<file path="src/hdl/line_sensor_pid_steering_unit_macros.svh">
// ----------------------------------------------------------------------------
// line sensor pid steering unit - assertion macros
// concurrent assertion wrappers, empty when SYNTHESIS is defined
// ----------------------------------------------------------------------------
`ifndef LINE_SENSOR_PID_STEERING_UNIT_MACROS_SVH
`define LINE_SENSOR_PID_STEERING_UNIT_MACROS_SVH

`ifndef SYNTHESIS

// same-cycle implication
`define LSPID_ASSERT_IMPL(label, clk, rst, pre, post) \
   label: assert property (@(posedge clk) disable iff (rst) (pre) |-> (post)) \
      else $error("lspid: same-cycle check failed");

// next-cycle implication
`define LSPID_ASSERT_NEXT(label, clk, rst, pre, post) \
   label: assert property (@(posedge clk) disable iff (rst) (pre) |=> (post)) \
      else $error("lspid: next-cycle check failed");

`else

`define LSPID_ASSERT_IMPL(label, clk, rst, pre, post)
`define LSPID_ASSERT_NEXT(label, clk, rst, pre, post)

`endif

`endif

</file>
<file path="src/hdl/lspid_pkg.sv">
// ----------------------------------------------------------------------------
// lspid_pkg
// shared types, constants and the sensor pattern decoder
// ----------------------------------------------------------------------------
package lspid_pkg;

   localparam int INTEGRAL_LIMIT_DEFAULT = 32767;
   localparam int QUEUE_DEPTH_DEFAULT    = 2;

   localparam int SENSOR_W = 7;
   localparam int ERR_W    = 4;
   localparam int DELTA_W  = 5;
   localparam int GAIN_W   = 16;
   localparam int DRIVE_W  = 32;
   localparam int CSR_IDX_W = 2;

   // register indexes
   localparam logic [CSR_IDX_W-1:0] CSR_GAIN_P = 2'd0;
   localparam logic [CSR_IDX_W-1:0] CSR_GAIN_I = 2'd1;
   localparam logic [CSR_IDX_W-1:0] CSR_GAIN_D = 2'd2;

   typedef logic [SENSOR_W-1:0]       sensor_type;
   typedef logic signed [ERR_W-1:0]   err_type;
   typedef logic signed [DELTA_W-1:0] delta_type;
   typedef logic signed [GAIN_W-1:0]  gain_type;
   typedef logic signed [DRIVE_W-1:0] drive_type;

   typedef struct packed {
      logic    found;
      err_type err;
   } decode_type;

   typedef struct packed {
      gain_type p;
      gain_type i;
      gain_type d;
   } gains_type;

   function automatic decode_type decode_sensor(input sensor_type bits);
      decode_type r;
      r.found = 1'b1;
      case (bits)
         7'h40: r.err = -4'sd6;
         7'h60: r.err = -4'sd5;
         7'h20: r.err = -4'sd4;
         7'h30: r.err = -4'sd3;
         7'h10: r.err = -4'sd2;
         7'h18: r.err = -4'sd1;
         7'h08: r.err = 4'sd0;
         7'h0C: r.err = 4'sd1;
         7'h04: r.err = 4'sd2;
         7'h06: r.err = 4'sd3;
         7'h02: r.err = 4'sd4;
         7'h03: r.err = 4'sd5;
         7'h01: r.err = 4'sd6;
         default: begin
            r.found = 1'b0;
            r.err   = 4'sd0;
         end
      endcase
      return r;
   endfunction

endpackage

</file>
<file path="src/hdl/lspid_front.sv">
// ----------------------------------------------------------------------------
// lspid_front
// decodes sensor samples, updates the clamped integral and previous error
// ----------------------------------------------------------------------------
`include "line_sensor_pid_steering_unit_macros.svh"

module lspid_front #(
   parameter int INTEGRAL_LIMIT = lspid_pkg::INTEGRAL_LIMIT_DEFAULT,
   parameter int SUM_W          = 17
) (
   input  logic                    clock,
   input  logic                    reset,
   input  logic                    req_tvalid,
   output logic                    req_tready,
   input  lspid_pkg::sensor_type   sensor_bits,
   input  logic                    q_full,
   output logic                    q_push,
   output lspid_pkg::err_type      err,
   output logic                    found,
   output logic signed [SUM_W-1:0] sum_value,
   output lspid_pkg::delta_type    delta
);
   import lspid_pkg::*;

   localparam logic signed [SUM_W:0] LIM_POS = (SUM_W+1)'(INTEGRAL_LIMIT);
   localparam logic signed [SUM_W:0] LIM_NEG = -LIM_POS;

   logic signed [SUM_W-1:0] error_sum_ff, error_sum_in;
   err_type                 previous_error_ff, previous_error_in;
   decode_type              dec;
   logic signed [SUM_W:0]   sum_raw;
   logic                    accept;

   assign dec        = decode_sensor(sensor_bits);
   assign req_tready = !q_full;
   assign accept     = req_tvalid && !q_full;
   assign q_push     = accept;

   assign sum_raw = (SUM_W+1)'(error_sum_ff) + (SUM_W+1)'(dec.err);

   always_comb begin
      if (sum_raw > LIM_POS) begin
         sum_value = SUM_W'(LIM_POS);
      end else if (sum_raw < LIM_NEG) begin
         sum_value = SUM_W'(LIM_NEG);
      end else begin
         sum_value = SUM_W'(sum_raw);
      end
   end

   assign err   = dec.err;
   assign found = dec.found;
   assign delta = DELTA_W'(dec.err) - DELTA_W'(previous_error_ff);

   always_comb begin
      error_sum_in      = error_sum_ff;
      previous_error_in = previous_error_ff;
      if (accept) begin
         error_sum_in      = sum_value;
         previous_error_in = dec.err;
      end
   end

   always_ff @(posedge clock) begin
      if (reset) begin
         error_sum_ff      <= '0;
         previous_error_ff <= '0;
      end else begin
         error_sum_ff      <= error_sum_in;
         previous_error_ff <= previous_error_in;
      end
   end

   `LSPID_ASSERT_IMPL(a_sum_in_range, clock, reset, 1'b1,
      ((SUM_W+1)'(error_sum_ff) <= LIM_POS) && ((SUM_W+1)'(error_sum_ff) >= LIM_NEG))
   `LSPID_ASSERT_IMPL(a_miss_zero_err, clock, reset, !dec.found, dec.err == 4'sd0)
   `LSPID_ASSERT_NEXT(a_prev_tracks, clock, reset, accept,
      previous_error_ff == $past(dec.err))

endmodule

</file>
<file path="src/hdl/lspid_queue.sv">
// ----------------------------------------------------------------------------
// lspid_queue
// short register fifo between the front and back parts
// ----------------------------------------------------------------------------
`include "line_sensor_pid_steering_unit_macros.svh"

module lspid_queue #(
   parameter int WIDTH = 27,
   parameter int DEPTH = lspid_pkg::QUEUE_DEPTH_DEFAULT
) (
   input  logic             clock,
   input  logic             reset,
   input  logic             push,
   input  logic [WIDTH-1:0] push_data,
   output logic             full,
   input  logic             pop,
   output logic             valid,
   output logic [WIDTH-1:0] pop_data
);
   import lspid_pkg::*;

   localparam int PTR_W = (DEPTH > 1) ? $clog2(DEPTH) : 1;
   localparam int CNT_W = $clog2(DEPTH + 1);
   localparam logic [PTR_W-1:0] PTR_LAST = PTR_W'(DEPTH - 1);
   localparam logic [CNT_W-1:0] CNT_FULL = CNT_W'(DEPTH);

   logic [WIDTH-1:0] entry_ff [DEPTH];
   logic [PTR_W-1:0] wr_ptr_ff, wr_ptr_in;
   logic [PTR_W-1:0] rd_ptr_ff, rd_ptr_in;
   logic [CNT_W-1:0] count_ff, count_in;

   assign full     = (count_ff == CNT_FULL);
   assign valid    = (count_ff != '0);
   assign pop_data = entry_ff[rd_ptr_ff];

   always_comb begin
      wr_ptr_in = wr_ptr_ff;
      rd_ptr_in = rd_ptr_ff;
      count_in  = count_ff;
      if (push) begin
         wr_ptr_in = (wr_ptr_ff == PTR_LAST) ? '0 : wr_ptr_ff + 1'b1;
      end
      if (pop) begin
         rd_ptr_in = (rd_ptr_ff == PTR_LAST) ? '0 : rd_ptr_ff + 1'b1;
      end
      if (push && !pop) begin
         count_in = count_ff + 1'b1;
      end else if (pop && !push) begin
         count_in = count_ff - 1'b1;
      end
   end

   always_ff @(posedge clock) begin
      if (reset) begin
         wr_ptr_ff <= '0;
         rd_ptr_ff <= '0;
         count_ff  <= '0;
      end else begin
         wr_ptr_ff <= wr_ptr_in;
         rd_ptr_ff <= rd_ptr_in;
         count_ff  <= count_in;
      end
   end

   always_ff @(posedge clock) begin
      if (push) begin
         entry_ff[wr_ptr_ff] <= push_data;
      end
   end

   `LSPID_ASSERT_IMPL(a_no_overflow, clock, reset, push, !full)
   `LSPID_ASSERT_IMPL(a_no_underflow, clock, reset, pop, valid)
   `LSPID_ASSERT_IMPL(a_count_bound, clock, reset, 1'b1, count_ff <= CNT_FULL)

endmodule

</file>
<file path="src/hdl/lspid_back.sv">
// ----------------------------------------------------------------------------
// lspid_back
// multiplies by the gains, sums, saturates and holds the response register
// ----------------------------------------------------------------------------
module lspid_back #(
   parameter int SUM_W = 17
) (
   input  logic                    clock,
   input  logic                    reset,
   input  lspid_pkg::gains_type    gains,
   input  logic                    q_valid,
   output logic                    q_pop,
   input  lspid_pkg::err_type      err,
   input  logic                    found,
   input  logic signed [SUM_W-1:0] sum_value,
   input  lspid_pkg::delta_type    delta,
   output logic                    rsp_tvalid,
   input  logic                    rsp_tready,
   output lspid_pkg::drive_type    drive_value,
   output lspid_pkg::err_type      error_half_units,
   output logic                    line_found
);
   import lspid_pkg::*;

   localparam int PP_W  = GAIN_W + ERR_W;
   localparam int PI_W  = GAIN_W + SUM_W;
   localparam int PD_W  = GAIN_W + DELTA_W;
   localparam int ACC_W = (PI_W + 2 > DRIVE_W + 1) ? PI_W + 2 : DRIVE_W + 1;
   localparam logic signed [ACC_W-1:0] DRV_MAX = ACC_W'(64'sd2147483647);
   localparam logic signed [ACC_W-1:0] DRV_MIN = ACC_W'(-64'sd2147483648);

   logic                    advance;
   logic signed [PP_W-1:0]  kp_x, e_x;
   logic signed [PI_W-1:0]  ki_x, s_x;
   logic signed [PD_W-1:0]  kd_x, d_x;

   logic                    v1_ff, v1_in;
   logic signed [PP_W-1:0]  pp_ff, pp_in;
   logic signed [PI_W-1:0]  pi_ff, pi_in;
   logic signed [PD_W-1:0]  pd_ff, pd_in;
   err_type                 err1_ff;
   logic                    found1_ff;

   logic signed [ACC_W-1:0] acc;
   logic                    out_v_ff, out_v_in;
   drive_type               drive_ff, drive_in;
   err_type                 err2_ff;
   logic                    found2_ff;

   assign advance = !out_v_ff || rsp_tready;
   assign q_pop   = advance && q_valid;

   // stage 1: products
   assign kp_x  = PP_W'(gains.p);
   assign e_x   = PP_W'(err);
   assign ki_x  = PI_W'(gains.i);
   assign s_x   = PI_W'(sum_value);
   assign kd_x  = PD_W'(gains.d);
   assign d_x   = PD_W'(delta);
   assign pp_in = kp_x * e_x;
   assign pi_in = ki_x * s_x;
   assign pd_in = kd_x * d_x;
   assign v1_in = advance ? q_valid : v1_ff;

   // stage 2: sum and saturate
   assign acc = ACC_W'(pp_ff) + ACC_W'(pi_ff) + ACC_W'(pd_ff);

   always_comb begin
      if (acc > DRV_MAX) begin
         drive_in = DRIVE_W'(DRV_MAX);
      end else if (acc < DRV_MIN) begin
         drive_in = DRIVE_W'(DRV_MIN);
      end else begin
         drive_in = DRIVE_W'(acc);
      end
   end

   assign out_v_in = advance ? v1_ff : out_v_ff;

   always_ff @(posedge clock) begin
      if (reset) begin
         v1_ff    <= 1'b0;
         out_v_ff <= 1'b0;
      end else begin
         v1_ff    <= v1_in;
         out_v_ff <= out_v_in;
      end
   end

   always_ff @(posedge clock) begin
      if (advance) begin
         pp_ff     <= pp_in;
         pi_ff     <= pi_in;
         pd_ff     <= pd_in;
         err1_ff   <= err;
         found1_ff <= found;
         drive_ff  <= drive_in;
         err2_ff   <= err1_ff;
         found2_ff <= found1_ff;
      end
   end

   assign rsp_tvalid       = out_v_ff;
   assign drive_value      = drive_ff;
   assign error_half_units = err2_ff;
   assign line_found       = found2_ff;

endmodule

</file>
<file path="src/hdl/line_sensor_pid_steering_unit.sv">
// ----------------------------------------------------------------------------
// line_sensor_pid_steering_unit
// seven-sensor line follower with a pid steering output
//
//   port group  dir  contents
//   req_*       in   tdata: sensor_bits[6:0]
//   rsp_*       out  tdata: drive_value[31:0], error_half_units[35:32];
//                    tuser: line_found[0]
//   csr_*       in   index 0 gain_p, 1 gain_i, 2 gain_d (signed q8.8)
//
// one request per cycle sustained while rsp_tready stays high; the front keeps the
// integral loop in a single cycle, the back is two stages (multiply, sum and saturate)
// an accepted request is registered in the queue, then in the product and response registers
// synchronous reset clears gains, integral, previous error and all valids
// the queue decouples the sides: the front stalls only when it is full
// ----------------------------------------------------------------------------
module line_sensor_pid_steering_unit #(
   parameter int INTEGRAL_LIMIT = lspid_pkg::INTEGRAL_LIMIT_DEFAULT,
   parameter int QUEUE_DEPTH    = lspid_pkg::QUEUE_DEPTH_DEFAULT
) (
   input  logic                               clock,
   input  logic                               reset,
   input  logic                               req_tvalid,
   output logic                               req_tready,
   input  logic [7:0]                         req_tdata,   // sensor_bits
   output logic                               rsp_tvalid,
   input  logic                               rsp_tready,
   output logic [39:0]                        rsp_tdata,   // drive_value, error_half_units
   output logic [0:0]                         rsp_tuser,   // line_found
   input  logic                               csr_we,
   input  logic [lspid_pkg::CSR_IDX_W-1:0]    csr_index,
   input  logic [lspid_pkg::GAIN_W-1:0]       csr_wdata
);
   import lspid_pkg::*;

   localparam int SUM_RAW_W = $clog2(INTEGRAL_LIMIT + 1) + 1;
   localparam int SUM_W     = (SUM_RAW_W > ERR_W) ? SUM_RAW_W : ERR_W;
   localparam int Q_W       = DELTA_W + SUM_W + 1 + ERR_W;

   gains_type               gains_ff, gains_in;

   logic                    q_full, q_push, q_pop, q_valid;
   logic [Q_W-1:0]          q_wdata, q_rdata;

   err_type                 f_err, b_err;
   logic                    f_found, b_found;
   logic signed [SUM_W-1:0] f_sum, b_sum;
   delta_type               f_delta, b_delta;

   drive_type               drive_value;
   err_type                 error_half_units;
   logic                    line_found;

   always_comb begin
      gains_in = gains_ff;
      if (csr_we) begin
         case (csr_index)
            CSR_GAIN_P: gains_in.p = gain_type'(csr_wdata);
            CSR_GAIN_I: gains_in.i = gain_type'(csr_wdata);
            CSR_GAIN_D: gains_in.d = gain_type'(csr_wdata);
            default:    gains_in   = gains_ff;
         endcase
      end
   end

   always_ff @(posedge clock) begin
      if (reset) begin
         gains_ff <= '0;
      end else begin
         gains_ff <= gains_in;
      end
   end

   lspid_front #(
      .INTEGRAL_LIMIT (INTEGRAL_LIMIT),
      .SUM_W          (SUM_W)
   ) u_front (
      .clock       (clock),
      .reset       (reset),
      .req_tvalid  (req_tvalid),
      .req_tready  (req_tready),
      .sensor_bits (req_tdata[SENSOR_W-1:0]),
      .q_full      (q_full),
      .q_push      (q_push),
      .err         (f_err),
      .found       (f_found),
      .sum_value   (f_sum),
      .delta       (f_delta)
   );

   assign q_wdata = {f_delta, f_sum, f_found, f_err};

   lspid_queue #(
      .WIDTH (Q_W),
      .DEPTH (QUEUE_DEPTH)
   ) u_queue (
      .clock     (clock),
      .reset     (reset),
      .push      (q_push),
      .push_data (q_wdata),
      .full      (q_full),
      .pop       (q_pop),
      .valid     (q_valid),
      .pop_data  (q_rdata)
   );

   assign {b_delta, b_sum, b_found, b_err} = q_rdata;

   lspid_back #(
      .SUM_W (SUM_W)
   ) u_back (
      .clock            (clock),
      .reset            (reset),
      .gains            (gains_ff),
      .q_valid          (q_valid),
      .q_pop            (q_pop),
      .err              (b_err),
      .found            (b_found),
      .sum_value        (b_sum),
      .delta            (b_delta),
      .rsp_tvalid       (rsp_tvalid),
      .rsp_tready       (rsp_tready),
      .drive_value      (drive_value),
      .error_half_units (error_half_units),
      .line_found       (line_found)
   );

   assign rsp_tdata = {4'b0000, error_half_units, drive_value};
   assign rsp_tuser = line_found;

endmodule

</file>
<file path="config.mk">
export PLATFORM = sky130hd
export DESIGN_NAME = line_sensor_pid_steering_unit
export DESIGN_NICKNAME = d
export VERILOG_FILES = /design/src/hdl/lspid_pkg.sv /design/src/hdl/lspid_front.sv /design/src/hdl/lspid_queue.sv /design/src/hdl/lspid_back.sv /design/src/hdl/line_sensor_pid_steering_unit.sv
export VERILOG_INCLUDE_DIRS = /design/src /design/src/hdl
export SDC_FILE = /design/constraint.sdc
export NUM_CORES = 2
export LEC_CHECK = 0
export BUFFER_PORTS_ARGS = -buffer_cell sky130_fd_sc_hd__buf_2
export CAP_MARGIN = 20
export CELL_PAD_IN_SITES_DETAIL_PLACEMENT = 1
export CELL_PAD_IN_SITES_GLOBAL_PLACEMENT = 2
export CORE_MARGIN = 3
export CORE_UTILIZATION = 43
export CTS_CLUSTER_DIAMETER = 100
export CTS_CLUSTER_SIZE = 14
export DETAILED_ROUTE_END_ITERATION = 7
export MAX_ROUTING_LAYER = met4
export PLACE_DENSITY_LB_ADDON = 0.12
export SYNTH_ARGS = -nofsm -noshare
export SYNTH_HDL_FRONTEND = slang
export SYNTH_SLANG_ARGS = --single-unit
export TNS_END_PERCENT = 20
</file>
<file path="constraint.sdc">
create_clock -name clock -period 9.4 [get_ports clock]
set_input_delay 1.88 -clock clock [delete_from_list [all_inputs] [get_ports clock]]
set_output_delay 1.88 -clock clock [all_outputs]
set_load 0.01 [all_outputs]
</file>
==> out/metrics.yaml <==
cts_tree: "done"
io_buffers: 68
p_per_area_nw_per_um2: 356
cp.depth: 22
grt_pass1_vias: 19814
setup_viol: 0
h-tree-depth: 1
area_growth_pct: 6.91
overflow: 0
clkSinkCount: 242
synth_top_area_cell: "fa_1"
p_leak_uw: 0.0133
vdd_drop_max_v: 0.000426
root_buffer: "clkbuf_16"
fillers: 6858
synthTopCellsByCount: "inv_1, fa_1, nand2_1"
grt_usage: 0.218
cts-resized-gates: 0
synth.most_common_cell: "inv_1"
path_delay_family: "adder cells"
gp_congestion: 0.845
critPathKind: "reg2reg"
ioPinCount: 74
cts_buffers: 22
crit_path_max_incr_delay_ps: 900
grt_pass1_wl_mm: 108
skew_ps: 16.8
yosysWarnings: 0
initial_core_util: 0.437
drc_errors: 0
whs_path_depth: 0
status: "finished, final reports clean"
vias: 18294
hold_viol: 0
ys_seq_area_frac: 0.246
routed_via_density: 5.19
coreArea_um2: 60700
synth_flop_cell: "edfxtp_1"
seq_area_um2: 6520
tightest_slew_ps: 998
drv_slew: 0
grt_max_degree: 72
core.rowCount: 90
drt-wirelength-per-cell_um: 18.9
rsz0062_at_grt: "false"
min_period_ps: 7800
slowest_stage: "mux2i_1"
cp-end-kind: "register"
synth_area_leaders: "fa_1, edfxtp_1, ha_1"
worstPathArrival_ps: 8060
clkTransAtPathRegs_ps: 60
fmax_mhz: 128
worstHoldPathType: "reg2reg"
synth_edf_count: 167
drive_gt1_frac: 0.0704
crit_chain: "mux2i_1, buf_4, nor2b_1, fa_1, inv_1, fa_1, fa_1, inv_1, fa_1, fa_1, inv_1, fa_1, inv_1, ha_1, a21oi_1, nand2_1, a2bb2oi_1, o211a_1, o2111ai_1, nor2b_1, o41ai_1, xor2_1"
syn_inst: 2696
ys_async_sr_fraction: 0
totalWireLength_mm: 66.5
drt_iter0_markers: 720
startpoint_type: "register"
yosysUniqueCellTypes: 78
crit_buf_inv: 5
hpwl_mm: 54.7
netlist_area_um2: 26500
ant_nets: 0
drv_cap: 0
yosys.area.top_type_share: 0.287
antenna_found_initial: 1
die_height_um: 254
finalCritPeriodShare: 0.830
relSlewSlack: 0.316
worstPathRequired_ps: 9650
multiInputGateArea_um2: 17900
die_x_um: 254
setup_tns_ps: 0
cts.path.max_buffers: 3
ys_seq_elements: 242
clk_latency_ps: 530
cts_hold_buf: 0
final_core_util: 0.467
die-area_um2: 64600
firstDrtPassIters: 4
nets: 3353
post_cts_buffers: 0
cp_max_fo: 12
avgSynthCellArea_um2: 9.83
cpMostUsedCell: "fa_1"
ff2ff_path_depth: 22
## through the flow
stage | setup slack (ps) | instance area, um^2 | hold WS, ps | cells | power [uW]
3_5_place_dp | 1560 | 27700 | 409 | 3492 | 9300
3_3_place_gp | 1640 | 27700 | 410 | 3491 | 9010
4_1_cts | 1550 | 28300 | 425 | 3525 | 10200
5_1_grt | 1170 | 28300 | 432 | 3525 | 11200
2_1_floorplan | 2220 | 26500 | 400 | 2699 | 7460
6_report | 1600 | 28300 | 422 | 3526 | 10100
## cell type report
cell class / instances / share of cell area
Multi-Input combinational cell: 1911 / 0.632
Tap cell: 782 / 0.0345
Clock inverter: 4 / 0.00106
Timing Repair Buffer: 97 / 0.0200
Inverter: 460 / 0.0610
Antenna cell: 1 / 0.0000883
Clock buffer: 29 / 0.0212
Sequential cell: 242 / 0.230
## path summary, 6_finish.rpt
path	from	slack [ps]	end
worst max-delay path	register	1600	u_back.pi_ff[30]$_DFFE_PP_
worst min-delay path	u_back.err1_ff[1]$_DFFE_PP_	420	u_back.error_half_units[1]$_DFFE_PP_
worst max register to register	register	1600	u_back.pi_ff[30]$_DFFE_PP_
worst min register to register	u_back.err1_ff[1]$_DFFE_PP_	420	u_back.error_half_units[1]$_DFFE_PP_
## worst reg2reg max path: stages, from the launching register on
cell and delay [ps]:
dfxtp_1 680, mux2i_1 900, buf_4 320, nor2b_1 80, fa_1 510, inv_1 70, fa_1 520, fa_1 520
inv_1 50, fa_1 480, fa_1 550, inv_1 50, fa_1 580, inv_1 60, ha_1 360, a21oi_1 310
nand2_1 100, a2bb2oi_1 150, o211a_1 290, o2111ai_1 350, nor2b_1 310, o41ai_1 140, xor2_1 160
## where the power goes
group / leakage (uW) / switching [uW] / internal (uW)
Clock: 0.000313 / 391 / 449
Combinational: 0.0106 / 4250 / 2960
Sequential: 0.00233 / 188 / 1840
## cell families after synthesis
kind of cell,synth area share
flops,0.246
xor+xnor,0.0384
other cells,0.000142
simple gates,0.141
compound gates,0.0956
fa+ha+maj,0.387
mux,0.0123
buf+inv,0.0790
## cell usage in the layout (no fill, tap or decap), types with 23 or more instances in the layout
cell type,instances
inv_1,459
o21ai_0,53
or2_2,33
nand2_1,327
ha_1,208
nor2_1,111
xnor2_1,86
nor3_1,24
a21oi_1,138
a21o_1,68
and2_1,98
clkbuf_16,23
buf_2,68
edfxtp_1,167
fa_1,380
dfxtp_1,75
nor2b_1,95
buf_4,28
xor2_1,27
## layer usage
layer  up-vias  GRT usage  part of all wire
li1       8689          -                 -
met1      9319      0.293              0.47
met2       229      0.363              0.48
met3        57     0.0216             0.031
met4         0     0.0442             0.021
met5         -          -                 0
## flip-flops by register name, summed over array words and instances, names as in the netlist, named ones only
name                       flops
u_back.v1_ff                   1
u_back.pp_ff                  20
u_back.line_found              1
u_back.found1_ff               1
u_queue.rd_ptr_ff              1
u_front.error_sum_ff          16
u_back.rsp_tvalid              1
u_back.pd_ff                  21
u_queue.entry_ff              52
u_back.drive_value            32
u_queue.count_ff               2
gains_ff                      48
u_back.pi_ff                  32
u_queue.wr_ptr_ff              1
u_front.previous_error_ff      4
u_back.error_half_units        4
u_back.err1_ff                 4
Power figures use the tool's default switching activity.
